### src/hw/rtl/riso_pkg.sv
// ----------------------------------------------------------------------------
// riso_pkg
// Widths, register map, coefficient bundle and fixed point helpers shared by
// the vertex transform core.
// ----------------------------------------------------------------------------
package riso_pkg;

   localparam int COORD_WIDTH   = 24;
   localparam int TRIG_FRACTION = 14;
   localparam int TRIG_WIDTH    = TRIG_FRACTION + 2;
   localparam int INNER_WIDTH   = COORD_WIDTH + 2;
   localparam int OUT_WIDTH     = INNER_WIDTH;
   localparam int PROD_WIDTH    = INNER_WIDTH + TRIG_WIDTH;
   localparam int SUM_WIDTH     = PROD_WIDTH + 1;
   localparam int RND_WIDTH     = SUM_WIDTH - TRIG_FRACTION + 1;
   localparam int WIDE_WIDTH    = RND_WIDTH + 1;

   localparam int IN_DATA_WIDTH  = ((3 * COORD_WIDTH + 7) / 8) * 8;
   localparam int OUT_DATA_WIDTH = ((2 * OUT_WIDTH + 7) / 8) * 8;

   localparam int NUM_REGS       = 8;
   localparam int REG_IDX_WIDTH  = $clog2(NUM_REGS);
   localparam int CSR_DATA_WIDTH = 32;
   localparam int CSR_ADDR_WIDTH = REG_IDX_WIDTH + 2;

   localparam logic [REG_IDX_WIDTH-1:0] REG_COS_X    = REG_IDX_WIDTH'(0);
   localparam logic [REG_IDX_WIDTH-1:0] REG_SIN_X    = REG_IDX_WIDTH'(1);
   localparam logic [REG_IDX_WIDTH-1:0] REG_COS_Y    = REG_IDX_WIDTH'(2);
   localparam logic [REG_IDX_WIDTH-1:0] REG_SIN_Y    = REG_IDX_WIDTH'(3);
   localparam logic [REG_IDX_WIDTH-1:0] REG_COS_Z    = REG_IDX_WIDTH'(4);
   localparam logic [REG_IDX_WIDTH-1:0] REG_SIN_Z    = REG_IDX_WIDTH'(5);
   localparam logic [REG_IDX_WIDTH-1:0] REG_PROJ_COS = REG_IDX_WIDTH'(6);
   localparam logic [REG_IDX_WIDTH-1:0] REG_PROJ_SIN = REG_IDX_WIDTH'(7);

   // unity and thirty degrees in Q1.TRIG_FRACTION
   localparam logic signed [TRIG_WIDTH-1:0] TRIG_ONE  = TRIG_WIDTH'(1 << TRIG_FRACTION);
   localparam logic signed [TRIG_WIDTH-1:0] TRIG_ZERO = '0;
   localparam logic signed [TRIG_WIDTH-1:0] TRIG_COS30 =
      TRIG_WIDTH'((14189 * (1 << TRIG_FRACTION)) / 16384);
   localparam logic signed [TRIG_WIDTH-1:0] TRIG_SIN30 = TRIG_WIDTH'(1 << (TRIG_FRACTION - 1));

   typedef struct packed {
      logic signed [TRIG_WIDTH-1:0] cos_x;
      logic signed [TRIG_WIDTH-1:0] sin_x;
      logic signed [TRIG_WIDTH-1:0] cos_y;
      logic signed [TRIG_WIDTH-1:0] sin_y;
      logic signed [TRIG_WIDTH-1:0] cos_z;
      logic signed [TRIG_WIDTH-1:0] sin_z;
      logic signed [TRIG_WIDTH-1:0] proj_cos;
      logic signed [TRIG_WIDTH-1:0] proj_sin;
   } coef_type;

   // floor(v / 2^F) plus the half bit: round to nearest, ties up
   function automatic logic signed [RND_WIDTH-1:0] round_frac(
      input logic signed [SUM_WIDTH-1:0] v);
      logic signed [RND_WIDTH-1:0] fl;
      logic        [RND_WIDTH-1:0] half;
      fl   = {v[SUM_WIDTH-1], v[SUM_WIDTH-1:TRIG_FRACTION]};
      half = {{(RND_WIDTH-1){1'b0}}, v[TRIG_FRACTION-1]};
      return fl + signed'(half);
   endfunction

   // clamp to INNER_WIDTH signed bits
   function automatic logic signed [INNER_WIDTH-1:0] sat_inner(
      input logic signed [WIDE_WIDTH-1:0] v);
      logic fits;
      fits = (v[WIDE_WIDTH-1:INNER_WIDTH-1] == '0) ||
             (v[WIDE_WIDTH-1:INNER_WIDTH-1] == '1);
      if (fits) begin
         return v[INNER_WIDTH-1:0];
      end else if (v[WIDE_WIDTH-1]) begin
         return {1'b1, {(INNER_WIDTH-1){1'b0}}};
      end else begin
         return {1'b0, {(INNER_WIDTH-1){1'b1}}};
      end
   endfunction

endpackage

### src/hw/rtl/riso_project.sv
// ----------------------------------------------------------------------------
// riso_project
// Isometric projection, three register stages: difference and sum, products,
// then rounding, height subtract and output clamp.
// ----------------------------------------------------------------------------
module riso_project (
   input  logic                                    clock,
   input  logic                                    reset,
   input  logic                                    up_valid,
   output logic                                    up_ready,
   input  logic signed [riso_pkg::INNER_WIDTH-1:0] up_x,
   input  logic signed [riso_pkg::INNER_WIDTH-1:0] up_y,
   input  logic signed [riso_pkg::INNER_WIDTH-1:0] up_z,
   input  logic signed [riso_pkg::TRIG_WIDTH-1:0]  proj_cos,
   input  logic signed [riso_pkg::TRIG_WIDTH-1:0]  proj_sin,
   output logic                                    dn_valid,
   input  logic                                    dn_ready,
   output logic signed [riso_pkg::OUT_WIDTH-1:0]   dn_sx,
   output logic signed [riso_pkg::OUT_WIDTH-1:0]   dn_sy
);

   localparam int IW = riso_pkg::INNER_WIDTH;
   localparam int PW = riso_pkg::PROD_WIDTH;
   localparam int SW = riso_pkg::SUM_WIDTH;
   localparam int WW = riso_pkg::WIDE_WIDTH;

   logic                  s1_vld_ff, s2_vld_ff, s3_vld_ff;
   logic                  s1_load, s2_load, s3_load;
   logic signed [IW-1:0]  s1_dif_ff, s1_sum_ff, s1_z_ff;
   logic signed [IW-1:0]  s1_dif_in, s1_sum_in;
   logic signed [PW-1:0]  s2_pc_ff, s2_ps_ff;
   logic signed [PW-1:0]  s2_pc_in, s2_ps_in;
   logic signed [IW-1:0]  s2_z_ff;
   logic signed [IW-1:0]  s3_sx_ff, s3_sy_ff;
   logic signed [IW-1:0]  s3_sx_in, s3_sy_in;

   assign s3_load  = !s3_vld_ff || dn_ready;
   assign s2_load  = !s2_vld_ff || s3_load;
   assign s1_load  = !s1_vld_ff || s2_load;
   assign up_ready = s1_load;

   always_comb begin
      s1_dif_in = riso_pkg::sat_inner(WW'(up_x) - WW'(up_y));
      s1_sum_in = riso_pkg::sat_inner(WW'(up_x) + WW'(up_y));
      s2_pc_in  = PW'(s1_dif_ff) * PW'(proj_cos);
      s2_ps_in  = PW'(s1_sum_ff) * PW'(proj_sin);
      s3_sx_in  = riso_pkg::sat_inner(WW'(riso_pkg::round_frac(SW'(s2_pc_ff))));
      s3_sy_in  = riso_pkg::sat_inner(WW'(riso_pkg::round_frac(SW'(s2_ps_ff))) - WW'(s2_z_ff));
   end

   always_ff @(posedge clock) begin
      if (reset) begin
         s1_vld_ff <= 1'b0;
         s2_vld_ff <= 1'b0;
         s3_vld_ff <= 1'b0;
      end else begin
         if (s1_load) begin
            s1_vld_ff <= up_valid;
         end
         if (s2_load) begin
            s2_vld_ff <= s1_vld_ff;
         end
         if (s3_load) begin
            s3_vld_ff <= s2_vld_ff;
         end
      end
   end

   always_ff @(posedge clock) begin
      if (s1_load && up_valid) begin
         s1_dif_ff <= s1_dif_in;
         s1_sum_ff <= s1_sum_in;
         s1_z_ff   <= up_z;
      end
      if (s2_load && s1_vld_ff) begin
         s2_pc_ff <= s2_pc_in;
         s2_ps_ff <= s2_ps_in;
         s2_z_ff  <= s1_z_ff;
      end
      if (s3_load && s2_vld_ff) begin
         s3_sx_ff <= s3_sx_in;
         s3_sy_ff <= s3_sy_in;
      end
   end

   assign dn_valid = s3_vld_ff;
   assign dn_sx    = s3_sx_ff;
   assign dn_sy    = s3_sy_ff;

endmodule

### config.mk
export PLATFORM = sky130hd
export DESIGN_NAME = riso_project
export DESIGN_NICKNAME = d
export VERILOG_FILES = /design/src/hw/rtl/riso_pkg.sv /design/src/hw/rtl/riso_project.sv
export SDC_FILE = /design/constraint.sdc
export NUM_CORES = 2
export LEC_CHECK = 0
export ABC_CLOCK_PERIOD_IN_PS = 18620
export BUFFER_PORTS_ARGS = -buffer_cell sky130_fd_sc_hd__buf_2
export CORE_ASPECT_RATIO = 1.25
export CORE_UTILIZATION = 60
export DETAILED_ROUTE_END_ITERATION = 16
export PLACE_DENSITY = 0.83
export SETUP_SLACK_MARGIN = 0.2
export SYNTH_ARGS = -nofsm -noshare
export SYNTH_HDL_FRONTEND = slang
export SYNTH_SLANG_ARGS = --single-unit
### constraint.sdc
create_clock -name clock -period 18.62 [get_ports clock]
set_input_delay 1.862 -clock clock [delete_from_list [all_inputs] [get_ports clock]]
set_output_delay 1.862 -clock clock [all_outputs]
set_load 0.005 [all_outputs]
After elaboration in Yosys (flattened, before gate mapping)

Cells that the tools add are included.

ROM bits: 0
Bits in registers: 243
Latch bits: 0
Output and inout port bits: 54
RAM bits: 0
Memories: 0

Equal/unequal tests: 4
Reduce and logical (&&, ||, !) cells: 17
Multiply operators: 2
$lt $le $gt $ge: 0
Shifts and indexed selects: 0
$add $sub $neg: 5
Div/mod/pow operators: 0
Bitwise operators: 0
Mux-type cells: 8

Operators with widths:

| cell                                           | count |
|---|---|
| 26-bit two-way mux                             | 8 |
| 26-bit by 16-bit multiplier with 42-bit output | 2 |
| 28-bit by 2-bit adder with 29-bit output       | 2 |
| 29-bit by 26-bit subtractor with 30-bit output | 1 |
| 26-bit by 26-bit adder with 27-bit output      | 1 |
| 26-bit by 26-bit subtractor with 27-bit output | 1 |
| 6-bit == test (second input constant)          | 4 |
| 6-bit logical NOT                              | 4 |
| 1-bit logical OR                               | 7 |
| 1-bit logical AND                              | 3 |
| 1-bit logical NOT                              | 3 |

Depth between registers and ports, before layout

Depth after elaboration: 5
Gate-level depth with buffers: 26
Mapped depth without buffers: 24

Worst setup path after synthesis

OpenSTA, ideal clock, no wires.

Path type: in2reg
Start: input dn_ready
End: register s2_pc_ff[13], enable pin
Setup slack: 9914 ps
Arrival time: 8051 ps
Data required time: 17965 ps
Cell stages on the path: 2
Path buffers: 0
Cells stage by stage: nor2b_1 > a21boi_0

Longest elaborated chain between the ends: 3

Ends and longest elaborated chain:

| what                 | RTL line           | text |
|---|---|---|
| from (decl)          | riso_project.sv:17 | `input logic dn_ready,` |
| 1-bit logical OR     | riso_project.sv:37 | `assign s3_load = !s3_vld_ff \|\| dn_ready;` |
| 1-bit logical OR     | riso_project.sv:38 | `assign s2_load = !s2_vld_ff \|\| s3_load;` |
| 1-bit logical AND    | riso_project.sv:75 | `if (s2_load && s1_vld_ff) begin` |
| to (signal assigned) | riso_project.sv:76 | `s2_pc_ff <= s2_pc_in;` |
| to (decl)            | riso_project.sv:31 | `logic signed [PW-1:0] s2_pc_ff, s2_ps_ff;` |

Every way passes these cells.
A chain may end at the register's enable or synchronous reset.

Final worst setup path

Start: input proj_cos[15] (netlist name)
End: register s2_pc_ff[40], data pin

Longest elaborated chain between the ends: 1

Ends and longest elaborated chain:

| what                                           | RTL line           | text |
|---|---|---|
| from (decl)                                    | riso_project.sv:14 | `input logic signed [riso_pkg::TRIG_WIDTH-1:0] proj_cos,` |
| 26-bit by 16-bit multiplier with 42-bit output | riso_project.sv:45 | `s2_pc_in = PW'(s1_dif_ff) * PW'(proj_cos);` |
| named net s2_pc_in[40]                         | riso_project.sv:32 | `logic signed [PW-1:0] s2_pc_in, s2_ps_in;` |

The timed path passes the listed nets, and every way through them passes these cells.

==> impl_results.md <==
- Status: finished clean
- Most frequent cells in the layout: 985 x inv_1, 805 x fa_1, 501 x nand2_1
- Hold Crit Class: reg -> reg
- Crit path capture: s2_pc_ff[40]
- Final net count: 5,490
- Hold_buf cts: 0
- # fillers: approximately 5,200
- Initial DRC Count: 1,853
- Row cnt: 106
- CP endpoint kind: register
- Clk root buf: clkbuf_16
- Fraction of layout instances using a drive strength above 1: approximately 5.6%
- Startpoint Class: primary input
- EDFF count, synth: around 210
- Clock Sinks: 217
- TritonCTS clock tree: built
- Largest net degree at the start of global routing: 85
- Sequential fraction of the synthesis area: between 10% and 20%
- DRC Markers: 0
- Setup bufs post-CTS: 0
- Syn avg cell area: slightly below 10 um^2
- Min Tclk post-route: ~8.3 ns
- Detailed placement HPWL: a little under 80,000 um
- Worst slew pin tran: ~1.2 ns
- Top FF cell, synth: edfxtp_1
- Routed wire per std cell: roughly 19 um
- Pre-CTS WS: ~9.8 ns
- Vias per Instance: roughly 5.7
- CTS H-tree lvls: 1
- Final setup viols: 0
- First-pass GRT wire length: roughly 160,000 um
- Maxcap violations: 0
- Total Wirelength: slightly below 100,000 um
- Setup WS post-layout: slightly above 10 ns
- Crit Reg-Reg Startpoint: s1_dif_ff[11]
- IO buf count: ~170
- Initial antenna violation count: 0
- Final ANT Viol Nets: 0
- Final Hold Viols: 0
- Cells after Synth: 4,226
- Drt pass-1 iters: 5
- Crit share post-route: 44.6%
- Setup crit start: proj_cos[15]
- WP data required: ~19 ns
- Post-DP Area: 0.0421 mm^2
- Gr usage total: 29.9%
- Die footprint: between 0.06 and 0.07 mm^2
- Async SR Flop Fraction: 0%
- Yosys reg bits: 217
- Worst Path Max Fanout: 22
- Data arrival time of the worst path: 8.60 ns
- Number of global-route vias before repair: 32,245
- Peak Freq: roughly 120 MHz
- # resized after CTS: 0
- Core region area: ~0.067 mm^2
- Syn Std Cell Area: between 0.04 and 0.05 mm^2
- Setup TNS: 0 ns
- Via count: roughly 29,000
- RSZ-0062 raised after global routing: no
- Most common cell after layout, fill and taps aside: inv_1
- Worst Reg2Reg Path Length in Cells: 20
- Worst rel slew slack: 18.5%
- Reg clk slew, reported paths: 0.06 ns
- # diodes: 0
- Number of warnings issued by yosys: 0
- R2R Path End: s2_pc_ff[40]
- Starting Density: around 60%
- CTS Buf Count: 24
- Post-synthesis cell type count: 73
- CP Class: in -> reg
- Worst-Skew Late Latency: between 0.5 and 0.6 ns
- Skew final: 0.0212 ns
- Synth-to-Final Area Change: 5.30%
- Routability cong.: around 0.93
- Total gr overflow: 0
- Design area: 0.0429 mm^2
- Register area: about 0.0065 mm^2
- R2R setup slack: approximately 11 ns
- Maximum root-to-sink buffer count: 3
- Die Width: ~240 um
- Syn_nets: 5,454
- IO Count: 168
- Die Ht: 293 um
- Slew Viols, Final: 0
- Area of the multi-input gates: 0.0299 mm^2
==> cells by family (layout without fill, tap and decap cells) <==
| group | after synthesis | in the layout | synth area share (%) |
|---|---|---|---|
| DFF | 217 | 217 | 15.9 |
| AOI/OAI and AO/OA | 409 | 409 | 6.53 |
| and+or+nand+nor | 1141 | 1141 | 13.6 |
| buffers and inverters | 1154 | 1207 | 10.7 |
| xor gates and xnor gates | 162 | 162 | 3.48 |
| adders and majority gates | 1143 | 1143 | 49.8 |
==> cell type report <==
class                      count  area share, %
multi-input combinational   2855           69.8
sequential                   217           15.1
inverter                     988           8.65
tap                          864           2.52
timing repair buffer         176           2.11
clock buffer                  26           1.42
clock inverter                17          0.400
==> worst min-delay path by stage <==
stage | cells after the start | slack, ns | to | start
6_report | 0 | 0.42 | s2_z_ff[11] | s1_z_ff[11]
4_1_cts | 0 | 0.42 | s2_z_ff[20] | s1_z_ff[20]
3_5_place_dp | 0 | 0.40 | s2_z_ff[10] | s1_z_ff[10]
3_3_place_gp | 0 | 0.40 | s2_z_ff[24] | s1_z_ff[24]
2_1_floorplan | 0 | 0.40 | s2_z_ff[0] | s1_z_ff[0]
5_1_grt | 0 | 0.42 | s2_z_ff[18] | s1_z_ff[18]
==> synthesized netlist by cell type, types with 4 or more instances <==
cell | instances | share of area (%)
a2111o_1 | 4 | 0.11
a211o_1 | 7 | 0.15
a211oi_1 | 13 | 0.24
a21o_1 | 33 | 0.61
a21oi_1 | 140 | 1.7
a221oi_1 | 4 | 0.086
a311oi_1 | 5 | 0.11
a31oi_1 | 16 | 0.25
and2_1 | 332 | 5.1
and3_1 | 15 | 0.23
and4_1 | 4 | 0.086
buf_2 | 14 | 0.17
clkbuf_1 | 146 | 1.3
edfxtp_1 | 214 | 16
fa_1 | 805 | 40
ha_1 | 309 | 9.5
inv_1 | 985 | 9.1
maj3_1 | 29 | 0.71
nand2_1 | 501 | 4.6
nand2b_1 | 29 | 0.45
nand3_1 | 28 | 0.34
nand4_1 | 19 | 0.29
nor2_1 | 131 | 1.2
nor2b_1 | 21 | 0.32
nor3_1 | 24 | 0.29
nor3b_1 | 4 | 0.074
nor4_1 | 6 | 0.092
o211ai_1 | 14 | 0.26
o21a_1 | 47 | 0.87
o21ai_0 | 54 | 0.66
o21ai_1 | 15 | 0.18
o21bai_1 | 15 | 0.28
o31ai_1 | 5 | 0.092
or2_2 | 10 | 0.15
or3_1 | 7 | 0.11
xnor2_1 | 110 | 2.4
xor2_1 | 52 | 1.1
==> metal layers <==
layer  part of all wire, %  vias up  GRT usage, %
met2                    53     1173          55.3
met3                   5.2      460          3.27
met5                     0        -             0
li1                      -    12895             -
met1                    33    14594          30.9
met4                   8.9        0          23.2
==> sequential cells by signal, indices dropped and copies added, names as in the netlist <==
signal,flops
s2_pc_ff,29
s2_ps_ff,29
dn_sx,26
dn_sy,26
s1_dif_ff,26
s1_sum_ff,26
s1_z_ff,26
s2_z_ff,26
dn_valid,1
s1_vld_ff,1
s2_vld_ff,1
==> critical path, cell delays in order <==
cell and delay (ns):
buf_2 0.14, inv_1 0.66, nor2_1 0.14, fa_1 0.53
fa_1 0.43, fa_1 0.55, fa_1 0.44, fa_1 0.50
inv_1 0.05, fa_1 0.47, inv_1 0.04, ha_1 0.37
nand2_1 0.07, o21ai_0 0.36, o21ai_0 0.23, a2111o_1 0.48
a211oi_1 0.48, a211o_1 0.31, a41o_1 0.22, a31oi_1 0.11
xnor2_1 0.15
==> per-stage QoR <==
| step | cells | hold slack, ns | util (%) |
|---|---|---|---|
| 3_5_place_dp | 5100 | 0.405 | 62.9 |
| 5_1_grt | 5143 | 0.423 | 64.0 |
| 6_report | 5143 | 0.416 | 64.0 |
| 3_3_place_gp | 5100 | 0.403 | 62.9 |
| 2_1_floorplan | 4226 | 0.400 | - |
| 4_1_cts | 5143 | 0.418 | 64.0 |
Power is not shown: default switching activity piles up to over one toggle a cycle in this logic, so the estimate is an artifact.
