$ cat src/hw/rtl/riso_pkg.sv
// ----------------------------------------------------------------------------
// riso_pkg
// Widths, register map, coefficient bundle and fixed point helpers shared by
// the vertex transform core.
// ----------------------------------------------------------------------------
package riso_pkg;

   localparam int COORD_WIDTH   = 24;
   localparam int TRIG_FRACTION = 14;
   localparam int TRIG_WIDTH    = TRIG_FRACTION + 2;
   localparam int INNER_WIDTH   = COORD_WIDTH + 2;
   localparam int OUT_WIDTH     = INNER_WIDTH;
   localparam int PROD_WIDTH    = INNER_WIDTH + TRIG_WIDTH;
   localparam int SUM_WIDTH     = PROD_WIDTH + 1;
   localparam int RND_WIDTH     = SUM_WIDTH - TRIG_FRACTION + 1;
   localparam int WIDE_WIDTH    = RND_WIDTH + 1;

   localparam int IN_DATA_WIDTH  = ((3 * COORD_WIDTH + 7) / 8) * 8;
   localparam int OUT_DATA_WIDTH = ((2 * OUT_WIDTH + 7) / 8) * 8;

   localparam int NUM_REGS       = 8;
   localparam int REG_IDX_WIDTH  = $clog2(NUM_REGS);
   localparam int CSR_DATA_WIDTH = 32;
   localparam int CSR_ADDR_WIDTH = REG_IDX_WIDTH + 2;

   localparam logic [REG_IDX_WIDTH-1:0] REG_COS_X    = REG_IDX_WIDTH'(0);
   localparam logic [REG_IDX_WIDTH-1:0] REG_SIN_X    = REG_IDX_WIDTH'(1);
   localparam logic [REG_IDX_WIDTH-1:0] REG_COS_Y    = REG_IDX_WIDTH'(2);
   localparam logic [REG_IDX_WIDTH-1:0] REG_SIN_Y    = REG_IDX_WIDTH'(3);
   localparam logic [REG_IDX_WIDTH-1:0] REG_COS_Z    = REG_IDX_WIDTH'(4);
   localparam logic [REG_IDX_WIDTH-1:0] REG_SIN_Z    = REG_IDX_WIDTH'(5);
   localparam logic [REG_IDX_WIDTH-1:0] REG_PROJ_COS = REG_IDX_WIDTH'(6);
   localparam logic [REG_IDX_WIDTH-1:0] REG_PROJ_SIN = REG_IDX_WIDTH'(7);

   // unity and thirty degrees in Q1.TRIG_FRACTION
   localparam logic signed [TRIG_WIDTH-1:0] TRIG_ONE  = TRIG_WIDTH'(1 << TRIG_FRACTION);
   localparam logic signed [TRIG_WIDTH-1:0] TRIG_ZERO = '0;
   localparam logic signed [TRIG_WIDTH-1:0] TRIG_COS30 =
      TRIG_WIDTH'((14189 * (1 << TRIG_FRACTION)) / 16384);
   localparam logic signed [TRIG_WIDTH-1:0] TRIG_SIN30 = TRIG_WIDTH'(1 << (TRIG_FRACTION - 1));

   typedef struct packed {
      logic signed [TRIG_WIDTH-1:0] cos_x;
      logic signed [TRIG_WIDTH-1:0] sin_x;
      logic signed [TRIG_WIDTH-1:0] cos_y;
      logic signed [TRIG_WIDTH-1:0] sin_y;
      logic signed [TRIG_WIDTH-1:0] cos_z;
      logic signed [TRIG_WIDTH-1:0] sin_z;
      logic signed [TRIG_WIDTH-1:0] proj_cos;
      logic signed [TRIG_WIDTH-1:0] proj_sin;
   } coef_type;

   // floor(v / 2^F) plus the half bit: round to nearest, ties up
   function automatic logic signed [RND_WIDTH-1:0] round_frac(
      input logic signed [SUM_WIDTH-1:0] v);
      logic signed [RND_WIDTH-1:0] fl;
      logic        [RND_WIDTH-1:0] half;
      fl   = {v[SUM_WIDTH-1], v[SUM_WIDTH-1:TRIG_FRACTION]};
      half = {{(RND_WIDTH-1){1'b0}}, v[TRIG_FRACTION-1]};
      return fl + signed'(half);
   endfunction

   // clamp to INNER_WIDTH signed bits
   function automatic logic signed [INNER_WIDTH-1:0] sat_inner(
      input logic signed [WIDE_WIDTH-1:0] v);
      logic fits;
      fits = (v[WIDE_WIDTH-1:INNER_WIDTH-1] == '0) ||
             (v[WIDE_WIDTH-1:INNER_WIDTH-1] == '1);
      if (fits) begin
         return v[INNER_WIDTH-1:0];
      end else if (v[WIDE_WIDTH-1]) begin
         return {1'b1, {(INNER_WIDTH-1){1'b0}}};
      end else begin
         return {1'b0, {(INNER_WIDTH-1){1'b1}}};
      end
   endfunction

endpackage

$ cat src/hw/rtl/riso_rotate.sv
// ----------------------------------------------------------------------------
// riso_rotate
// Plane rotation of one coordinate pair, two register stages:
//   a' = a*cos - b*sin, b' = a*sin + b*cos; the third coordinate rides along.
// ----------------------------------------------------------------------------
module riso_rotate (
   input  logic                                    clock,
   input  logic                                    reset,
   input  logic                                    up_valid,
   output logic                                    up_ready,
   input  logic signed [riso_pkg::INNER_WIDTH-1:0] up_a,
   input  logic signed [riso_pkg::INNER_WIDTH-1:0] up_b,
   input  logic signed [riso_pkg::INNER_WIDTH-1:0] up_p,
   input  logic signed [riso_pkg::TRIG_WIDTH-1:0]  coef_cos,
   input  logic signed [riso_pkg::TRIG_WIDTH-1:0]  coef_sin,
   output logic                                    dn_valid,
   input  logic                                    dn_ready,
   output logic signed [riso_pkg::INNER_WIDTH-1:0] dn_a,
   output logic signed [riso_pkg::INNER_WIDTH-1:0] dn_b,
   output logic signed [riso_pkg::INNER_WIDTH-1:0] dn_p
);

   localparam int PW = riso_pkg::PROD_WIDTH;
   localparam int SW = riso_pkg::SUM_WIDTH;
   localparam int WW = riso_pkg::WIDE_WIDTH;

   // stage 1: products
   logic                                     s1_vld_ff;
   logic signed [PW-1:0]                     s1_ac_ff, s1_bs_ff, s1_as_ff, s1_bc_ff;
   logic signed [PW-1:0]                     s1_ac_in, s1_bs_in, s1_as_in, s1_bc_in;
   logic signed [riso_pkg::INNER_WIDTH-1:0]  s1_p_ff;
   // stage 2: sums, rounded and clamped
   logic                                     s2_vld_ff;
   logic signed [riso_pkg::INNER_WIDTH-1:0]  s2_a_ff, s2_b_ff, s2_p_ff;
   logic signed [riso_pkg::INNER_WIDTH-1:0]  s2_a_in, s2_b_in;
   logic                                     s1_load, s2_load;

   assign s2_load  = !s2_vld_ff || dn_ready;
   assign s1_load  = !s1_vld_ff || s2_load;
   assign up_ready = s1_load;

   always_comb begin
      s1_ac_in = PW'(up_a) * PW'(coef_cos);
      s1_bs_in = PW'(up_b) * PW'(coef_sin);
      s1_as_in = PW'(up_a) * PW'(coef_sin);
      s1_bc_in = PW'(up_b) * PW'(coef_cos);
      s2_a_in  = riso_pkg::sat_inner(WW'(riso_pkg::round_frac(SW'(s1_ac_ff) - SW'(s1_bs_ff))));
      s2_b_in  = riso_pkg::sat_inner(WW'(riso_pkg::round_frac(SW'(s1_as_ff) + SW'(s1_bc_ff))));
   end

   always_ff @(posedge clock) begin
      if (reset) begin
         s1_vld_ff <= 1'b0;
         s2_vld_ff <= 1'b0;
      end else begin
         if (s1_load) begin
            s1_vld_ff <= up_valid;
         end
         if (s2_load) begin
            s2_vld_ff <= s1_vld_ff;
         end
      end
   end

   always_ff @(posedge clock) begin
      if (s1_load && up_valid) begin
         s1_ac_ff <= s1_ac_in;
         s1_bs_ff <= s1_bs_in;
         s1_as_ff <= s1_as_in;
         s1_bc_ff <= s1_bc_in;
         s1_p_ff  <= up_p;
      end
      if (s2_load && s1_vld_ff) begin
         s2_a_ff <= s2_a_in;
         s2_b_ff <= s2_b_in;
         s2_p_ff <= s1_p_ff;
      end
   end

   assign dn_valid = s2_vld_ff;
   assign dn_a     = s2_a_ff;
   assign dn_b     = s2_b_ff;
   assign dn_p     = s2_p_ff;

endmodule

$ cat config.mk
export PLATFORM = sky130hd
export DESIGN_NAME = riso_rotate
export DESIGN_NICKNAME = d
export VERILOG_FILES = /design/src/hw/rtl/riso_pkg.sv /design/src/hw/rtl/riso_rotate.sv
export SDC_FILE = /design/constraint.sdc
export NUM_CORES = 2
export LEC_CHECK = 0
export BUFFER_PORTS_ARGS = -buffer_cell sky130_fd_sc_hd__buf_2
export CORE_MARGIN = 5
export CORE_UTILIZATION = 60
export DETAILED_ROUTE_END_ITERATION = 10
export PLACE_DENSITY = 0.88
export SLEW_MARGIN = 10
export SYNTH_ARGS = -nofsm -noshare
export SYNTH_HDL_FRONTEND = slang
export SYNTH_SLANG_ARGS = --single-unit
$ cat constraint.sdc
create_clock -name clock -period 7.05 [get_ports clock]
set_input_delay 0.3525 -clock clock [delete_from_list [all_inputs] [get_ports clock]]
set_output_delay 0.3525 -clock clock [all_outputs]
set_load 0.05 [all_outputs]
Word-level counts from Yosys, hierarchy flattened
Index checks and enable logic that the tools add are counted.
{"block": "classes", "magnitude_cmp": 0, "n_mul": 4, "div": 0, "muxes": 4, "n_eq_ne": 2, "n_shift": 0, "n_bitwise": 0, "add_sub_neg": 4, "n_reduce_logical": 10}
{"cell": "26-bit by 16-bit multiplier with 42-bit output", "count": 4}
{"cell": "26-bit 2-to-1 mux", "count": 4}
{"cell": "29-bit by 2-bit adder with 30-bit output", "count": 2}
{"cell": "42-bit by 42-bit adder with 43-bit output", "count": 1}
{"cell": "42-bit by 42-bit subtractor with 43-bit output", "count": 1}
{"cell": "6-bit == test (second input constant)", "count": 2}
{"cell": "6-bit logical NOT", "count": 2}
{"cell": "1-bit logical OR", "count": 4}
{"cell": "1-bit logical AND", "count": 2}
{"cell": "1-bit logical NOT", "count": 2}
{"block": "word_totals", "output_inout_bits": 80, "rom_bits": 0, "mem_bits_rw": 0, "reg_bits": 274, "latchBits": 0, "n_memories": 0, "input_bits": 114, "word_cells": 34}

Logic depth before layout (Yosys ltp)
{"block": "logic_depth", "word_depth": 5, "mapped_depth": 28, "mapped_depth_nobuf": 26}

Worst setup path after synthesis
OpenSTA, ideal clock, no wires.
{"block": "synth_timing", "path_kind": "input to register", "start": "input port coef_cos[1] (netlist bit)", "end": "register s1_bc_ff[39], data pin", "required_ns": 6.915, "n_path_buf": 2, "arrival_time_ns": 6.989, "path_slack_ns": -0.074, "setup_time_ns": 0.135, "stages": 25, "cell_sequence": "clkbuf_1 > clkbuf_1 > nand2_1 > fa_1 > fa_1 > fa_1 > inv_1 > fa_1 > fa_1 > inv_1 > fa_1 > inv_1 > ha_1 > a21o_1 > a21o_1 > a21o_1 > a21o_1 > a21o_1 > and3_1 > or3_1 > a31o_2 > a21oi_1 > a221o_1 > or4b_2 > nand3_1"}
{"block": "synth_between", "elab_chain_len": 1}
{"item": "from (decl)", "line": "riso_rotate.sv:14", "text": "input logic signed [riso_pkg::TRIG_WIDTH-1:0] coef_cos,"}
{"item": "26-bit by 16-bit multiplier with 42-bit output", "line": "riso_rotate.sv:46", "text": "s1_bc_in = PW'(up_b) * PW'(coef_cos);"}
{"item": "via s1_bc_in[39]", "line": "riso_rotate.sv:30", "text": "logic signed [PW-1:0] s1_ac_in, s1_bs_in, s1_as_in, s1_bc_in;"}
{"item": "to (signal assigned)", "line": "riso_rotate.sv:70", "text": "s1_bc_ff <= s1_bc_in;"}
{"item": "to (decl)", "line": "riso_rotate.sv:29", "text": "logic signed [PW-1:0] s1_ac_ff, s1_bs_ff, s1_as_ff, s1_bc_ff;"}
The timed path passes the listed nets, and every way through them passes these cells.
A chain may end at the register's enable or synchronous reset.

Worst setup path in the final report
{"block": "layout_timing", "start": "input port coef_cos[1] (netlist bit)", "end": "register s1_ac_ff[38], data pin"}
{"block": "layout_between", "elab_chain_len": 1}
{"item": "26-bit by 16-bit multiplier with 42-bit output", "line": "riso_rotate.sv:43", "text": "s1_ac_in = PW'(up_a) * PW'(coef_cos);"}
{"item": "via s1_ac_in[38]", "line": "riso_rotate.sv:30"}
{"item": "to (signal assigned)", "line": "riso_rotate.sv:67", "text": "s1_ac_ff <= s1_ac_in;"}
{"item": "to (decl)", "line": "riso_rotate.sv:29"}
The timed path passes the listed nets, and every way through them passes these cells.

==> impl_metrics.py <==
metrics = {
    "status": {
        "outcome": "completed",
    },
    "routing": {
        "wl_per_cell_um": 20.3,
        "ant_nets": 0,
        "first_pass_iters": 6,
        "viasPerCell": 5.72,
        "drt_iter0_drc": 5244,
        "routed_wl_um": 200000,
        "via_count": 56500,
        "route.detailed.drc": 0,
    },
    "setup_path": {
        "cp-end-kind": "flop",
        "critical-path-max-stage-delay_ns": 0.58,
        "slowest_stage": "fa_1",
        "cp.depth": 28,
        "crit_type": "input pin to flop",
        "path_buf_inv": 8,
        "critical-path-top-delay-family": "adder cells",
        "worstPathRequired_ns": 7.43,
        "crit_path_max_fanout": 12,
        "rr_worst_depth": 13,
        "cp.arrival_ns": 7.21,
        "cp_common_cell": "fa_1",
        "start_kind": "input pin",
    },
    "yosys": {
        "ys_top_cells_by_count": "1913 x inv_1, 1608 x fa_1, 1020 x nand2_1",
        "mappedNetlistArea_mm2": 0.0730,
        "synth_nets": 10100,
        "synth.area.top_cells": "fa_1 44%, edfxtp_1 11%, inv_1 9.8%",
        "synthArstFlopShare_pct": 0,
        "synth-main-ff-cell": "edfxtp_1",
        "synth_area_per_cell_um2": 9.31,
        "ys_types": 95,
        "synth-edff-count": 272,
        "yosysMostFrequentCell": "inv_1",
        "synth-seq-cells": 274,
        "synth-seq-area-share_pct": 11.2,
        "yosys.area.top_type_share_pct": 44.1,
        "yosys_warnings": 0,
        "synth.largest_area_cell": "fa_1",
        "syn_inst": 7843,
    },
    "timing": {
        "max_freq_mhz": 146,
        "relSlewSlack_pct": 27.3,
        "period_needed_ns": 6.83,
        "setup_violations": 0,
        "max_slew.worst_pin.slew_ns": 1.09,
        "slew_viol_final": 0,
        "rsz0062_at_grt": "true",
        "period_share_pct": 96.8,
        "finalHoldViolCount": 0,
        "fin_tns_setup_ns": 0,
        "clock_skew_ns": 0.0131,
        "setup_ws_ns": 0.223,
    },
    "clock_network": {
        "cts_tree": "built",
        "cts_made_buffers": 31,
        "cts_root_buf": "clkbuf_16",
        "worst_skew_pair.late_latency_ns": 0.63,
        "clock_path_buffers": 3,
        "cts_sinks": 274,
        "path_clk_slew_ns": 0.07,
        "cts_max_level": 1,
        "postCtsSetupBuffers": 0,
    },
    "global_route": {
        "grt_max_degree": 85,
        "grt_pass1_vias": 62200,
        "antenna_found_initial": 26,
        "gr-usage-all-layers_pct": 31.5,
        "grt_pass1_wl_um": 324000,
        "overflow": 0,
    },
    "placement": {
        "pre_cts_slack_ns": -0.582,
        "dp.final_hpwl_um": 168000,
        "io_buffers": 193,
        "gp_congestion": 0.974,
    },
    "layout": {
        "nets": 10400,
        "syn2layout_area_growth_pct": 9.61,
        "drive_gt1_share_pct": 9.30,
        "fillCellCount": 8899,
        "fin_util_pct": 66.0,
    },
    "floorplan": {
        "ios": 194,
        "die_y_um": 359,
        "fp.dieW_um": 359,
        "row_count": 128,
        "initial_core_util_pct": 60.2,
        "fp.dieArea_mm2": 0.129,
        "core_area_mm2": 0.121,
    },
    "min_path": {
        "min_path_type": "input pin to flop",
        "worstHoldPathCells": 4,
    },
    "flow_run": {
        "drv_cap": 0,
    },
}
==> per-layer routing <==
layer,wire length [um],GRT usage (%),vias up
met4,17600,22.0,4
met5,32,0,-
li1,-,-,24200
met3,19300,5.74,980
met2,94400,51.9,3134
met1,68700,37.7,28200
==> metrics by stage <==
stage / std cells / hold slack [ns] / instance area (um^2)
after floorplan: 7843 / 0.400 / 73100
after global placement: 9754 / 0.400 / 78500
after detailed placement: 9754 / 0.405 / 78500
after CTS: 9840 / 0.0769 / 79900
after global routing: 9853 / 0.151 / 80000
final: 9873 / 0.113 / 80100
==> path summary, 6_finish.rpt <==
path                                       startpoint                     end  slack, ns
worst max-delay path                      coef_cos[1]  s1_ac_ff[38]$_DFFE_PP_       0.22
worst min register to register  s1_p_ff[25]$_DFFE_PP_      dn_p[25]$_DFFE_PP_       0.42
worst min-delay path                         dn_ready   dn_valid$_SDFFE_PP0P_       0.11
worst max register to register  s1_ac_ff[2]$_DFFE_PP_      dn_a[11]$_DFFE_PP_       1.54
==> what timing repair did <==
item                       4_1_cts  5_1_grt
hold buffers                    28        0
setup endpoints to repair        0        6
gates resized for setup          0       10
hold endpoints to repair        28        0
==> area by class of cell <==
class / instances / area (um^2) / share of cell area, %
multi-input combinational: 5284 / 56300 / 70.3
sequential: 274 / 8210 / 10.3
inverter: 1914 / 7180 / 8.97
timing repair buffer: 686 / 5160 / 6.45
tap: 1625 / 2030 / 2.54
clock buffer: 31 / 776 / 0.969
clock inverter: 27 / 362 / 0.452
antenna: 32 / 80.1 / 0.100
==> cells by family (layout without fill, tap and decap cells) <==
family / after synthesis / in the layout / share of synthesized area (%)
simple gates: 2217 / 2217 / 14.8
other cells: 0 / 32 / 0
fa+ha+maj: 2102 / 2102 / 52.5
flops: 274 / 274 / 11.2
mux: 4 / 4 / 0.0582
xor+xnor: 259 / 259 / 3.13
buf+inv: 2285 / 2658 / 11.8
compound gates: 702 / 702 / 6.46
==> tightest hold or removal path: stages <==
cell     delay (ns)
buf_2          0.08
nor2b_1        0.10
nor2_1         0.10
nor2_1         0.05
==> placed cells by master, fill, tap and decap left out, types with 12 or more instances in the layout <==
master | synthesis | final
a211oi_1 | 17 | 17
a21boi_0 | 12 | 12
a21o_1 | 113 | 113
a21oi_1 | 205 | 204
a31oi_1 | 17 | 17
and2_1 | 666 | 665
and3_1 | 36 | 36
buf_12 | 0 | 33
buf_2 | 7 | 190
buf_4 | 0 | 431
clkbuf_16 | 0 | 31
diode_2 | 0 | 32
dlygate4sd3_1 | 0 | 28
edfxtp_1 | 272 | 272
fa_1 | 1608 | 1608
ha_1 | 494 | 494
inv_1 | 1913 | 1913
nand2_1 | 1020 | 1020
nand2b_1 | 54 | 54
nand3_1 | 55 | 55
nand4_1 | 35 | 35
nor2_1 | 217 | 217
nor2b_1 | 22 | 21
nor3_1 | 40 | 40
o211ai_1 | 16 | 16
o21a_1 | 31 | 31
o21ai_0 | 116 | 116
o21bai_1 | 40 | 40
o31ai_1 | 29 | 29
xnor2_1 | 182 | 182
xor2_1 | 75 | 75
==> registers in the layout, summed over array words and instances (netlist names) <==
signal,cells
s1_as_ff,42
s1_bc_ff,42
s1_p_ff,26
dn_valid,1
dn_a,26
s1_bs_ff,42
s1_ac_ff,42
s1_vld_ff,1
dn_p,26
dn_b,26
Power is left out: the tool's default activity adds up to more than one toggle a clock period on the data nets, which glitch-free logic cannot reach.
