## src/hw/rtl/riso_pkg.sv

```systemverilog
// ----------------------------------------------------------------------------
// riso_pkg
// Widths, register map, coefficient bundle and fixed point helpers shared by
// the vertex transform core.
// ----------------------------------------------------------------------------
package riso_pkg;

   localparam int COORD_WIDTH   = 24;
   localparam int TRIG_FRACTION = 14;
   localparam int TRIG_WIDTH    = TRIG_FRACTION + 2;
   localparam int INNER_WIDTH   = COORD_WIDTH + 2;
   localparam int OUT_WIDTH     = INNER_WIDTH;
   localparam int PROD_WIDTH    = INNER_WIDTH + TRIG_WIDTH;
   localparam int SUM_WIDTH     = PROD_WIDTH + 1;
   localparam int RND_WIDTH     = SUM_WIDTH - TRIG_FRACTION + 1;
   localparam int WIDE_WIDTH    = RND_WIDTH + 1;

   localparam int IN_DATA_WIDTH  = ((3 * COORD_WIDTH + 7) / 8) * 8;
   localparam int OUT_DATA_WIDTH = ((2 * OUT_WIDTH + 7) / 8) * 8;

   localparam int NUM_REGS       = 8;
   localparam int REG_IDX_WIDTH  = $clog2(NUM_REGS);
   localparam int CSR_DATA_WIDTH = 32;
   localparam int CSR_ADDR_WIDTH = REG_IDX_WIDTH + 2;

   localparam logic [REG_IDX_WIDTH-1:0] REG_COS_X    = REG_IDX_WIDTH'(0);
   localparam logic [REG_IDX_WIDTH-1:0] REG_SIN_X    = REG_IDX_WIDTH'(1);
   localparam logic [REG_IDX_WIDTH-1:0] REG_COS_Y    = REG_IDX_WIDTH'(2);
   localparam logic [REG_IDX_WIDTH-1:0] REG_SIN_Y    = REG_IDX_WIDTH'(3);
   localparam logic [REG_IDX_WIDTH-1:0] REG_COS_Z    = REG_IDX_WIDTH'(4);
   localparam logic [REG_IDX_WIDTH-1:0] REG_SIN_Z    = REG_IDX_WIDTH'(5);
   localparam logic [REG_IDX_WIDTH-1:0] REG_PROJ_COS = REG_IDX_WIDTH'(6);
   localparam logic [REG_IDX_WIDTH-1:0] REG_PROJ_SIN = REG_IDX_WIDTH'(7);

   // unity and thirty degrees in Q1.TRIG_FRACTION
   localparam logic signed [TRIG_WIDTH-1:0] TRIG_ONE  = TRIG_WIDTH'(1 << TRIG_FRACTION);
   localparam logic signed [TRIG_WIDTH-1:0] TRIG_ZERO = '0;
   localparam logic signed [TRIG_WIDTH-1:0] TRIG_COS30 =
      TRIG_WIDTH'((14189 * (1 << TRIG_FRACTION)) / 16384);
   localparam logic signed [TRIG_WIDTH-1:0] TRIG_SIN30 = TRIG_WIDTH'(1 << (TRIG_FRACTION - 1));

   typedef struct packed {
      logic signed [TRIG_WIDTH-1:0] cos_x;
      logic signed [TRIG_WIDTH-1:0] sin_x;
      logic signed [TRIG_WIDTH-1:0] cos_y;
      logic signed [TRIG_WIDTH-1:0] sin_y;
      logic signed [TRIG_WIDTH-1:0] cos_z;
      logic signed [TRIG_WIDTH-1:0] sin_z;
      logic signed [TRIG_WIDTH-1:0] proj_cos;
      logic signed [TRIG_WIDTH-1:0] proj_sin;
   } coef_type;

   // floor(v / 2^F) plus the half bit: round to nearest, ties up
   function automatic logic signed [RND_WIDTH-1:0] round_frac(
      input logic signed [SUM_WIDTH-1:0] v);
      logic signed [RND_WIDTH-1:0] fl;
      logic        [RND_WIDTH-1:0] half;
      fl   = {v[SUM_WIDTH-1], v[SUM_WIDTH-1:TRIG_FRACTION]};
      half = {{(RND_WIDTH-1){1'b0}}, v[TRIG_FRACTION-1]};
      return fl + signed'(half);
   endfunction

   // clamp to INNER_WIDTH signed bits
   function automatic logic signed [INNER_WIDTH-1:0] sat_inner(
      input logic signed [WIDE_WIDTH-1:0] v);
      logic fits;
      fits = (v[WIDE_WIDTH-1:INNER_WIDTH-1] == '0) ||
             (v[WIDE_WIDTH-1:INNER_WIDTH-1] == '1);
      if (fits) begin
         return v[INNER_WIDTH-1:0];
      end else if (v[WIDE_WIDTH-1]) begin
         return {1'b1, {(INNER_WIDTH-1){1'b0}}};
      end else begin
         return {1'b0, {(INNER_WIDTH-1){1'b1}}};
      end
   endfunction

endpackage

```

## src/hw/rtl/riso_csr.sv

```systemverilog
// ----------------------------------------------------------------------------
// riso_csr
// Coefficient register file behind an APB-style slave port.
// ----------------------------------------------------------------------------
module riso_csr (
   input  logic                                 clock,
   input  logic                                 reset,
   input  logic                                 csr_psel,
   input  logic                                 csr_penable,
   input  logic                                 csr_pwrite,
   input  logic [riso_pkg::CSR_ADDR_WIDTH-1:0]  csr_paddr,
   input  logic [riso_pkg::CSR_DATA_WIDTH-1:0]  csr_pwdata,
   output logic [riso_pkg::CSR_DATA_WIDTH-1:0]  csr_prdata,
   output logic                                 csr_pready,
   output riso_pkg::coef_type                   coef
);

   riso_pkg::coef_type                       coef_ff;
   logic [riso_pkg::REG_IDX_WIDTH-1:0]       idx;
   logic                                     wr_en;
   logic signed [riso_pkg::TRIG_WIDTH-1:0]   wdata;
   logic signed [riso_pkg::TRIG_WIDTH-1:0]   rdata;

   assign csr_pready = 1'b1;
   assign idx   = csr_paddr[riso_pkg::CSR_ADDR_WIDTH-1:2];
   assign wr_en = csr_psel && csr_penable && csr_pwrite && csr_pready;
   assign wdata = csr_pwdata[riso_pkg::TRIG_WIDTH-1:0];

   always_ff @(posedge clock) begin
      if (reset) begin
         coef_ff.cos_x    <= riso_pkg::TRIG_ONE;
         coef_ff.sin_x    <= riso_pkg::TRIG_ZERO;
         coef_ff.cos_y    <= riso_pkg::TRIG_ONE;
         coef_ff.sin_y    <= riso_pkg::TRIG_ZERO;
         coef_ff.cos_z    <= riso_pkg::TRIG_ONE;
         coef_ff.sin_z    <= riso_pkg::TRIG_ZERO;
         coef_ff.proj_cos <= riso_pkg::TRIG_COS30;
         coef_ff.proj_sin <= riso_pkg::TRIG_SIN30;
      end else if (wr_en) begin
         case (idx)
            riso_pkg::REG_COS_X:    coef_ff.cos_x    <= wdata;
            riso_pkg::REG_SIN_X:    coef_ff.sin_x    <= wdata;
            riso_pkg::REG_COS_Y:    coef_ff.cos_y    <= wdata;
            riso_pkg::REG_SIN_Y:    coef_ff.sin_y    <= wdata;
            riso_pkg::REG_COS_Z:    coef_ff.cos_z    <= wdata;
            riso_pkg::REG_SIN_Z:    coef_ff.sin_z    <= wdata;
            riso_pkg::REG_PROJ_COS: coef_ff.proj_cos <= wdata;
            riso_pkg::REG_PROJ_SIN: coef_ff.proj_sin <= wdata;
            default: ;
         endcase
      end
   end

   always_comb begin
      case (idx)
         riso_pkg::REG_COS_X:    rdata = coef_ff.cos_x;
         riso_pkg::REG_SIN_X:    rdata = coef_ff.sin_x;
         riso_pkg::REG_COS_Y:    rdata = coef_ff.cos_y;
         riso_pkg::REG_SIN_Y:    rdata = coef_ff.sin_y;
         riso_pkg::REG_COS_Z:    rdata = coef_ff.cos_z;
         riso_pkg::REG_SIN_Z:    rdata = coef_ff.sin_z;
         riso_pkg::REG_PROJ_COS: rdata = coef_ff.proj_cos;
         riso_pkg::REG_PROJ_SIN: rdata = coef_ff.proj_sin;
         default:                rdata = riso_pkg::TRIG_ZERO;
      endcase
   end

   assign csr_prdata = riso_pkg::CSR_DATA_WIDTH'(rdata);
   assign coef       = coef_ff;

endmodule

```

## config.mk

```make
export PLATFORM = sky130hd
export DESIGN_NAME = riso_csr
export DESIGN_NICKNAME = d
export VERILOG_FILES = /design/src/hw/rtl/riso_pkg.sv /design/src/hw/rtl/riso_csr.sv
export SDC_FILE = /design/constraint.sdc
export NUM_CORES = 1
export LEC_CHECK = 0
export BUFFER_PORTS_ARGS = -buffer_cell sky130_fd_sc_hd__buf_4
export CAP_MARGIN = 20
export CORE_ASPECT_RATIO = 1.5
export CORE_UTILIZATION = 54
export DETAILED_ROUTE_END_ITERATION = 7
export MAX_ROUTING_LAYER = met4
export PLACE_DENSITY = 0.85
export SYNTH_ARGS = -nofsm -noshare
export SYNTH_HDL_FRONTEND = slang
export SYNTH_SLANG_ARGS = --single-unit
```

## constraint.sdc

```tcl
create_clock -name clock -period 4.6 [get_ports clock]
set_input_delay 0.23 -clock clock [delete_from_list [all_inputs] [get_ports clock]]
set_output_delay 0.23 -clock clock [all_outputs]
set_load 0.1 [all_outputs]
```

# Word level (Yosys, flattened, before mapping)

Cells that the tools add are included.

Muxes and demuxes: 1
Equality and inequality tests: 7
Reduce and logical (&&, ||, !) cells: 11
Magnitude comparators: 0
Add/subtract/negate cells: 0
Shift operators: 0
Divide/modulo/power cells: 0
Multipliers: 0
Bitwise gates (word level): 0

Operators by type and width:

| kind                                          | count |
|---|---|
| case mux 16 bit (8 select lines)              | 1 |
| AND reduction 2 bit                           | 8 |
| == test 3 bit, second input constant          | 4 |
| == test 3 x 2 -> 1 bit, second input constant | 2 |
| == test 3 x 1 -> 1 bit, second input constant | 1 |
| zero test 3 bit                               | 1 |
| logical AND 1 bit                             | 2 |

Word-level logic and storage cells: 27
Bits of input ports: 42
Register bits after elaboration: 128
Memories kept: 0
Latch bits: 0
Output and inout bits: 161
Bits in writable memories: 0
Bits in read-only memories: 0

# Depth between registers and ports, before layout

Gate-level depths: netlist of the first run.

Depth in word-level cells: 3
Gate-level depth with buffers: 7
Gate-level depth less buffers: 4

# Worst setup path before layout of the first run

No wires, ideal clock.

Path kind: reg-to-output
Start: register coef_ff (netlist bit coef[95])
End: output csr_prdata[16] (netlist name)
Setup slack: 0.705 ns
Data required time: 4.370 ns
Data arrival time: 3.665 ns
Cell stages (with the launch flop): 6
Buffers on the path: 1
Cell sequence: dfxtp_1 -> inv_1 -> a221oi_1 -> a221oi_1 -> nor2_1 -> buf_4

Longest elaborated chain between the ends: 1

RTL lines:

| item                             | RTL line       | source |
|---|---|---|
| from (decl)                      | riso_csr.sv:18 | `riso_pkg::coef_type coef_ff;` |
| case mux 16 bit (8 select lines) | riso_csr.sv:55 | `case (idx)` |
| to (decl)                        | riso_csr.sv:13 | `output logic [riso_pkg::CSR_DATA_WIDTH-1:0] csr_prdata,` |

Every way passes these cells.

# Worst setup path in the final report of the first run

Start: input csr_paddr[4] (netlist name)
End: output csr_prdata[24] (netlist name)

Longest elaborated chain between the ends: 2
Elaborated cells between the ends (all ways): 9
Those cells by class: 7 x eq/ne; 1 x mux; 1 x reduce/logical

RTL lines:

| item                                        | RTL line       | source |
|---|---|---|
| from (decl)                                 | riso_csr.sv:11 | `input logic [riso_pkg::CSR_ADDR_WIDTH-1:0] csr_paddr,` |
| == test 3 bit, or another cell as far along | riso_csr.sv:55 |  |
| case mux 16 bit (8 select lines) (*)        | riso_csr.sv:55 |  |

Every way passes the cells marked *; elsewhere a longest branch is shown, timed or not.

==> flow_summary.ini, run 1 <==
[cells_and_area]
multi_input_logic_area_um2 = 2790
largest_register_ff_count = 128
design_area_um2 = 7590
final_cell_count_no_fill = 1054
layout_area_growth_over_synthesis_pct = 29.6
fillCellCount = 836
final_core_util = 0.721
ratio_of_cells_with_drive_above_1_in_the_final_layout = 0.252
combined_flip_flop_and_latch_cell_area_um2 = 2560
num-nets-final = 940
antenna_fix_cells = 0

[setup_path]
cp_top_family = simple AND/OR/NAND/NOR gates
ff2ff_path_depth = 3
worstPathArrival_ps = 2650
crit_buf_inv = 2
r2r_end = coef[94]
reg2reg_slack_ps = 3790
cp_data_required_time_ps = 4370
chain_of_cells_forming_the_critical_path = buf_4, or3_1, nor2_1, nor2_1, buf_4
worstSetupEndpointType = output port
crit_type = input port to output port
crit_path_top_delay_cell = nor2_1
critPathMaxFanout = 59
startpoint = csr_paddr[4]
critical_path.max_stage_delay_ps = 740
rr_startpoint = coef[94]
worst_setup_path_start_kind = input port

[logic_synthesis]
synth_top_cell_by_area = dfxtp_1
synth_flop_cell = dfxtp_1
yosys-top-cells-count = nand2_1, dfxtp_1, a21oi_1
synth_edf_count = 0
syn_inst = 773
asyncSetResetFlopFracSynth = 0
synth.most_common_cell = nand2_1
syn_area_um2 = 5850
synth-seq-cells = 128
yosysSeqAreaShare = 0.438
synth.top_cell.area_share = 0.438
yosys_warnings = 0
syn_area_cell_um2 = 7.57
synth_top_cells_by_area = dfxtp_1, nand2_1, a21oi_1
synth_cell_type_count = 31
mappedNetlistNets = 815

[pwr]
power_report.internal_total_w = 0.00198
power_per_cell_area_nw_per_um2 = 361
comb_power_share = 0.139
power.static_leakage_nw = 3.08
clock_power_share = 0.451
power_frac_seq = 0.411
switching_share = 0.279
ir_drop_uv = 319
switchingPower_w = 0.000765

[cts]
clk_path_buf_depth = 2
worst_skew_pair_later_pin_latency_ps = 400
post_cts.repair.setup_buffers = 0
h-tree-depth = 4
post_cts_resize_count = 0
numCtsBuffers = 17
cts_hold_buffers = 0
cts_root_buf = clkbuf_16
tritoncts = built
cts.reportedPaths.clkPinSlew_ps = 50
cts_num_sinks = 128

[floorplan]
start_util = 0.556
core_area_um2 = 10500
dieWidth_um = 87.0
top_level_i_o_count = 203
die-height_um = 130
rows = 46
die_footprint_um2 = 11300

[timing]
rsz0062_at_grt = false
timing.final.hold_violations = 0
share_of_the_cycle_needed_by_the_critical_path_after_routing = 0.625
timing.final.max_slew_violations = 0
clock_skew_ps = 0
finalSetupViolCount = 0
timing.max_slew.rel_slack = 0.379
post_layout_min_period_ps = 2880
max_slew.worst_pin.slew_ps = 928
setup_total_negative_slack_ps = 0
fmax_mhz = 348

[hold_path]
holdCritPathClass = input port to flip-flop
min-delay-start = csr_pwdata[8]
hold_end = coef[24]
whs_path_depth = 3

[global_routing]
via_count_of_the_first_global_routing_pass = 5254
grt_usage = 0.347
grt_antenna_before_repair = 0
grt_first_pass_wirelength_mm = 28.3
grt_max_degree = 68
gr-total-overflow = 0

[placement]
placedInstanceArea_um2 = 7030
buffer_ports.inserted = 183
detail_placement_hpwl_mm = 12.7
placed_cells = 1022
routabilityCongestion = 0.886

[route]
via_per_inst = 5.74
route.antenna.remaining_nets = 0
met2_wirelength_mm = 10.0
met3WireLength_mm = 1.38
drc = 0
routed.top_layer = met4
vias = 6048
wl_mm = 19.1
route.layer.met1.wl_mm = 6.73
drtPass1Iterations = 5
routedWlPerCell_um = 18.1
detail_route.iter0.violations = 459

[flow_run]
max_cap_viol_count = 0

[status]
outcome = completed
-- cells in the final DEF (no fill, tap or decap), types with 3 or more instances in the layout --
master	n
nor2b_1	4
nor2_1	36
mux2i_1	14
nand3b_1	13
or2_2	3
clkinv_2	4
a22oi_1	3
nand2_1	261
a21oi_1	119
inv_1	14
a22o_1	16
buf_4	192
clkbuf_8	4
o2bb2ai_1	12
a221oi_1	28
clkbuf_1	5
dfxtp_1	128
clkbuf_16	17
nand2b_1	17
-- worst reg2reg max path, delay by kind of cell, from the launching register on --
kind,cells,cell delay (ps)
simple gates,1,40
buf+inv,1,70
compound gates,1,280
flops,1,310
-- per-stage QoR --
stage	total power, W	setup WS, ps	hold WS, ps
floorplan	0.00145	705	514
global placement	0.00152	1770	457
detailed placement	0.00153	1730	463
CTS	0.00274	1720	111
global route	0.00281	1500	120
finish	0.00274	1720	121
-- per-layer routing --
metal | vias up | track usage
met3 | 63 | 0.0554
met2 | 333 | 0.588
met5 | - | -
met4 | 0 | 0.204
li1 | 2810 | -
met1 | 2842 | 0.381
-- cell type report --
type / count / area share
Inverter: 14 / 0.00692
Clock buffer: 25 / 0.0640
Clock inverter: 6 / 0.00758
Sequential cell: 128 / 0.338
Multi-Input combinational cell: 543 / 0.367
Timing Repair Buffer: 194 / 0.193
Tap cell: 144 / 0.0237
-- kinds of logic after synthesis --
kind of cell	Yosys count	synth area share
buf+inv	102	0.0866
mux	16	0.0278
compound gates	183	0.196
simple gates	343	0.251
flops	128	0.438
other cells	1	0.000641
-- power by group through the flow --
stage | sequential, W | combinational, W | clock, W
6_report | 0.00113 | 0.000380 | 0.00124
5_1_grt | 0.00113 | 0.000392 | 0.00130
4_1_cts | 0.00113 | 0.000377 | 0.00124
3_5_place_dp | 0.00115 | 0.000376 | 0
3_3_place_gp | 0.00115 | 0.000375 | 0
2_1_floorplan | 0.00121 | 0.000238 | 0
-- how the worst max path moves through the flow --
stage | end | depth (start not counted)
CTS | csr_prdata[20] | 7
floorplan | csr_prdata[16] | 5
global placement | csr_prdata[29] | 5
finish | csr_prdata[24] | 5
detailed placement | csr_prdata[20] | 5
global route | csr_prdata[26] | 7
(Power assumes the default switching activity.)
==> run 2: changes to the inputs <==
- CORE_UTILIZATION: 54 -> 50
- PLACE_DENSITY: 0.85 -> 0.8
- clock period: 4.6 -> 2.8 ns (I/O delays scaled with it)
==> run 2 against run 1 <==
  * Final cell count up 1.2%
  * Clock power grew 120%
  * Clock skew did not move
  * Core utilization down 3.8 points
  * Combinational power rose by 66%
==> flow_summary.ini, run 2 (synthesis gave the netlist of run 1 again) <==
[placement]
routabilityCongestion = 0.887
buffer_ports.inserted = 183
detail_placement_hpwl_mm = 13.6

[route]
route.layer.met1.wl_mm = 7.01
via_per_inst = 5.69
met2_wirelength_mm = 10.3
met3WireLength_mm = 1.21
drtPass1Iterations = 5
wl_mm = 19.5
route.antenna.remaining_nets = 0
routedWlPerCell_um = 18.3
detail_route.iter0.violations = 458
vias = 6073
routed.top_layer = met4
drc = 0

[floorplan]
die-height_um = 135
dieWidth_um = 90.4
core_area_um2 = 11500
top_level_i_o_count = 203
rows = 48
start_util = 0.510
die_footprint_um2 = 12200

[cts]
h-tree-depth = 4
cts_root_buf = clkbuf_16
worst_skew_pair_later_pin_latency_ps = 420
cts_hold_buffers = 0
cts_num_sinks = 128
post_cts_resize_count = 0
post_cts.repair.setup_buffers = 0
cts.reportedPaths.clkPinSlew_ps = 50
tritoncts = built
clk_path_buf_depth = 2
numCtsBuffers = 17

[pwr]
clock_power_share = 0.524
switching_share = 0.253
power_report.internal_total_w = 0.00389
power_per_cell_area_nw_per_um2 = 665
switchingPower_w = 0.00132
power.static_leakage_nw = 3.19
comb_power_share = 0.121
power_frac_seq = 0.355
ir_drop_uv = 482

[global_routing]
grt_max_degree = 73
via_count_of_the_first_global_routing_pass = 5395
grt_usage = 0.324
grt_antenna_before_repair = 0
gr-total-overflow = 0
grt_first_pass_wirelength_mm = 29.1

[setup_path]
critical_path.max_stage_delay_ps = 440
rr_startpoint = coef[94]
ff2ff_path_depth = 3
worstSetupEndpointType = output port
critPathMaxFanout = 22
path_common_cell = buf_4
chain_of_cells_forming_the_critical_path = buf_4, nor2b_1, buf_4, a22o_1, a221oi_1, nor2_4, buf_4
crit_type = input port to output port
startpoint = csr_paddr[3]
worstPathArrival_ps = 1930
cp_data_required_time_ps = 2660
crit_path_top_delay_cell = a221oi_1
worst_setup_path_start_kind = input port

[timing]
setup_total_negative_slack_ps = 0
rsz0062_at_grt = false
finalSetupViolCount = 0
timing.final.hold_violations = 0
clock_skew_ps = 0
share_of_the_cycle_needed_by_the_critical_path_after_routing = 0.739
timing.max_slew.rel_slack = 0.498
post_layout_min_period_ps = 2070
max_slew.worst_pin.slew_ps = 752
fmax_mhz = 483
timing.final.max_slew_violations = 0

[cells_and_area]
mostFrequentLayoutCells = nand2_1, buf_4, dfxtp_1
antenna_fix_cells = 0
final_core_util = 0.683
fillCellCount = 963
combined_flip_flop_and_latch_cell_area_um2 = 2560
largest_register_ff_count = 128
mostFrequentLayoutCell = nand2_1
ratio_of_cells_with_drive_above_1_in_the_final_layout = 0.265
layout_area_growth_over_synthesis_pct = 33.8
num-nets-final = 946
multi_input_logic_area_um2 = 2800

[status]
outcome = completed

[hold_path]
holdCritPathClass = input port to flip-flop
whs_path_depth = 3
min-delay-start = csr_pwdata[11]

[flow_run]
max_cap_viol_count = 0
[run 2: changes by cell type in the layout (fill, tap and decap cells not counted)]
cell / previous run / this run
buf_4: 192 / 200
bufinv_16: 1 / 8
clkbuf_1: 5 / 2
clkinv_2: 4 / 1
a21oi_1: 119 / 117
a21oi_2: 0 / 2
nor2_1: 36 / 34
buf_6: 1 / 0
clkbuf_8: 4 / 3
nor2_2: 0 / 1
nor2_4: 0 / 1
[run 2: final cells by class]
type / instances / share of cell area
Timing Repair Buffer: 200 / 0.192
Clock inverter: 10 / 0.0323
Sequential cell: 128 / 0.327
Clock buffer: 22 / 0.0605
Multi-Input combinational cell: 543 / 0.358
Tap cell: 150 / 0.0240
Inverter: 14 / 0.00671
[run 2: path summary, 6_finish.rpt]
| kind | to | slack, ps |
|---|---|---|
| worst max register to register | coef[94] | 1980 |
| worst min register to register | coef[99] | 470 |
| worst min-delay path | coef[107] | 30 |
| worst max-delay path | csr_prdata[15] | 730 |
[run 2: power by group through the flow]
stage          Combinational (W)  Sequential, W  Clock, W
6_report                0.000632        0.00185   0.00273
3_5_place_dp            0.000627        0.00189         0
4_1_cts                 0.000628        0.00185   0.00273
2_1_floorplan           0.000393        0.00199         0
3_3_place_gp            0.000624        0.00189         0
5_1_grt                 0.000652        0.00185   0.00281
[run 2: per-stage QoR]
stage                     instances  power [W]  setup WS [ps]  area (um2)  hold WS [ps]
after CTS                      1067    0.00521            698        7830          23.4
after global placement         1035    0.00251            725        7110           439
after floorplan                 773    0.00238           11.0        5870           424
after detailed placement       1035    0.00252            705        7110           454
after global routing           1067    0.00532            635        7830          33.3
final                          1067    0.00521            730        7830          30.4
[run 2: worst max-delay path: cells and delay by family]
family,cells,cell delay (ps)
buffers and inverters,3,790
and+or+nand+nor,2,290
AOI/OAI and AO/OA,2,700
[run 2: metal layers]
layer,up-vias,global-route usage
li1,2830,-
met4,0,0.162
met1,2904,0.339
met3,66,0.0659
met2,273,0.576
met5,-,-
==> run 3: changes to the inputs <==
- CORE_UTILIZATION: 50 -> 45
- PLACE_DENSITY: 0.8 -> 0.76
- clock period: 2.8 -> 1.78 ns (I/O delays scaled with it)
==> run 3 against run 2 <==
  * The run now ends with negative setup slack left
  * Clock power is 27% higher
  * Via count is 3.6% higher
  * Clock-buffer cell count is 2 lower
  * Core utilization is 2.5 points higher
  * Cell area is 14% higher
  * Setup slack worse by 780 ps
  * Critical path type is now flip-flop to output port
  * Highest routed layer unchanged
==> flow_summary.ini, run 3 (synthesis gave the netlist of run 1 again) <==
[floorplan]
dieWidth_um = 95.1
core_area_um2 = 12600
top_level_i_o_count = 203
die-height_um = 142
start_util = 0.466
die_footprint_um2 = 13500
rows = 50

[setup_path]
rr_startpoint = coef[94]
startpoint = coef[79]
critical_path.max_stage_delay_ps = 340
crit_type = flip-flop to output port
cp_data_required_time_ps = 1690
worstPathArrival_ps = 1740
worst_setup_path_start_kind = flip-flop
ff2ff_path_depth = 3
chain_of_cells_forming_the_critical_path = mux2i_1, o2bb2ai_2, a221oi_2, nor2_4, buf_12, buf_6
worstSetupEndpointType = output port
crit_path_top_delay_cell = dfxtp_4
critPathMaxFanout = 17

[hold_path]
whs_path_depth = 5
holdCritPathClass = input port to flip-flop
min-delay-start = csr_penable

[status]
outcome = complete, but fails checks
violations = negative setup slack

[placement]
routabilityCongestion = 0.917
buffer_ports.inserted = 183
placedInstanceArea_um2 = 7680
placed_cells = 1071
detail_placement_hpwl_mm = 14.7

[pwr]
power_per_cell_area_nw_per_um2 = 855
power_frac_seq = 0.382
clock_power_share = 0.458
switching_share = 0.281
switchingPower_w = 0.00214
power.static_leakage_nw = 3.55
comb_power_share = 0.161
ir_drop_uv = 630
power_report.internal_total_w = 0.00547

[timing]
rsz0062_at_grt = true
clock_skew_ps = 0
timing.max_slew.rel_slack = 0.592
share_of_the_cycle_needed_by_the_critical_path_after_routing = 1.03
timing.final.max_slew_violations = 0
worst_hold_slack_ps = 168
finalSetupViolCount = 22
setup_slack_ps = -53.7
fmax_mhz = 545
timing.final.hold_violations = 0
max_slew.worst_pin.slew_ps = 613
setup_total_negative_slack_ps = -927
post_layout_min_period_ps = 1830

[cells_and_area]
mostFrequentLayoutCell = nand2_1
design_area_um2 = 8900
fillCellCount = 969
final_cell_count_no_fill = 1123
layout_area_growth_over_synthesis_pct = 52.1
combined_flip_flop_and_latch_cell_area_um2 = 2720
antenna_fix_cells = 0
mostFrequentLayoutCells = nand2_1, buf_4, a21oi_1
multi_input_logic_area_um2 = 3120
largest_register_ff_count = 128
final_core_util = 0.708
num-nets-final = 996
ratio_of_cells_with_drive_above_1_in_the_final_layout = 0.442

[cts]
numCtsBuffers = 17
cts_num_sinks = 128
cts_root_buf = clkbuf_16
worst_skew_pair_later_pin_latency_ps = 410
tritoncts = built
cts.reportedPaths.clkPinSlew_ps = 60
clk_path_buf_depth = 2
h-tree-depth = 4

[route]
vias = 6293
via_per_inst = 5.60
drtPass1Iterations = 6
detail_route.iter0.violations = 462
routedWlPerCell_um = 19.1
wl_mm = 21.4
drc = 0
route.antenna.remaining_nets = 0

[global_routing]
via_count_of_the_first_global_routing_pass = 6101
gr-total-overflow = 0
grt_first_pass_wirelength_mm = 32.7
grt_max_degree = 55
grt_antenna_before_repair = 0
grt_usage = 0.337

[flow_run]
max_cap_viol_count = 0
## run 3: cell types whose count changed in the layout (fill, tap and decap cells not counted), sizes merged
cell         previous run  this run
bufinv                  8         3
clkinv                  1         8
clkbuf                 22        20
dlygate4sd3             0        16
buf                   200       234
## run 3: critical path: cells and delay by family (launching register included)
family	cells	cell delay, ps
simple gates	1	60
compound gates	2	410
buf+inv	2	350
mux	1	160
flops	1	340
## run 3: what timing repair did
item / CTS / global route
pin swaps: 5 / 6
endpoints found under the hold margin: 123 / 0
hold buffers: 16 / 0
gates resized for setup: 69 / 15
buffers inserted: 3 / 2
setup endpoints to repair: 29 / 32
## run 3: layer usage
metal / GRT usage / wire (um) / vias to the layer above
met1: 0.346 / 7410 / 2932
met4: 0.234 / 1410 / 0
met5: - / 0 / -
li1: - / - / 2943
met2: 0.566 / 11400 / 316
met3: 0.0665 / 1180 / 102
## run 3: final timing paths
check                                 endpoint  slack (ps)
worst max-delay path            csr_prdata[15]         -50
worst min-delay path                 coef[127]         170
worst max register to register        coef[94]         940
worst min register to register       coef[107]         460
## run 3: stage by stage
stage	total power, W	setup slack [ps]
global route	0.00781	-108
detailed placement	0.00405	-146
finish	0.00761	-53.7
CTS	0.00760	-47.3
floorplan	0.00377	-357
global placement	0.00404	-116
## run 3: power groups by stage
stage / Sequential, W / Combinational [W] / Clock (W)
floorplan: 0.00313 / 0.000642 / 0
global placement: 0.00297 / 0.00108 / 0
detailed placement: 0.00297 / 0.00108 / 0
CTS: 0.00290 / 0.00120 / 0.00350
global route: 0.00291 / 0.00127 / 0.00363
finish: 0.00290 / 0.00122 / 0.00348
## run 3: final cells by class
type                            instances  area share
Inverter                               14     0.00590
Timing Repair Buffer                  250       0.251
Tap cell                              156      0.0219
Clock buffer                           20      0.0502
Sequential cell                       128       0.305
Clock inverter                         12      0.0159
Multi-Input combinational cell        543       0.350
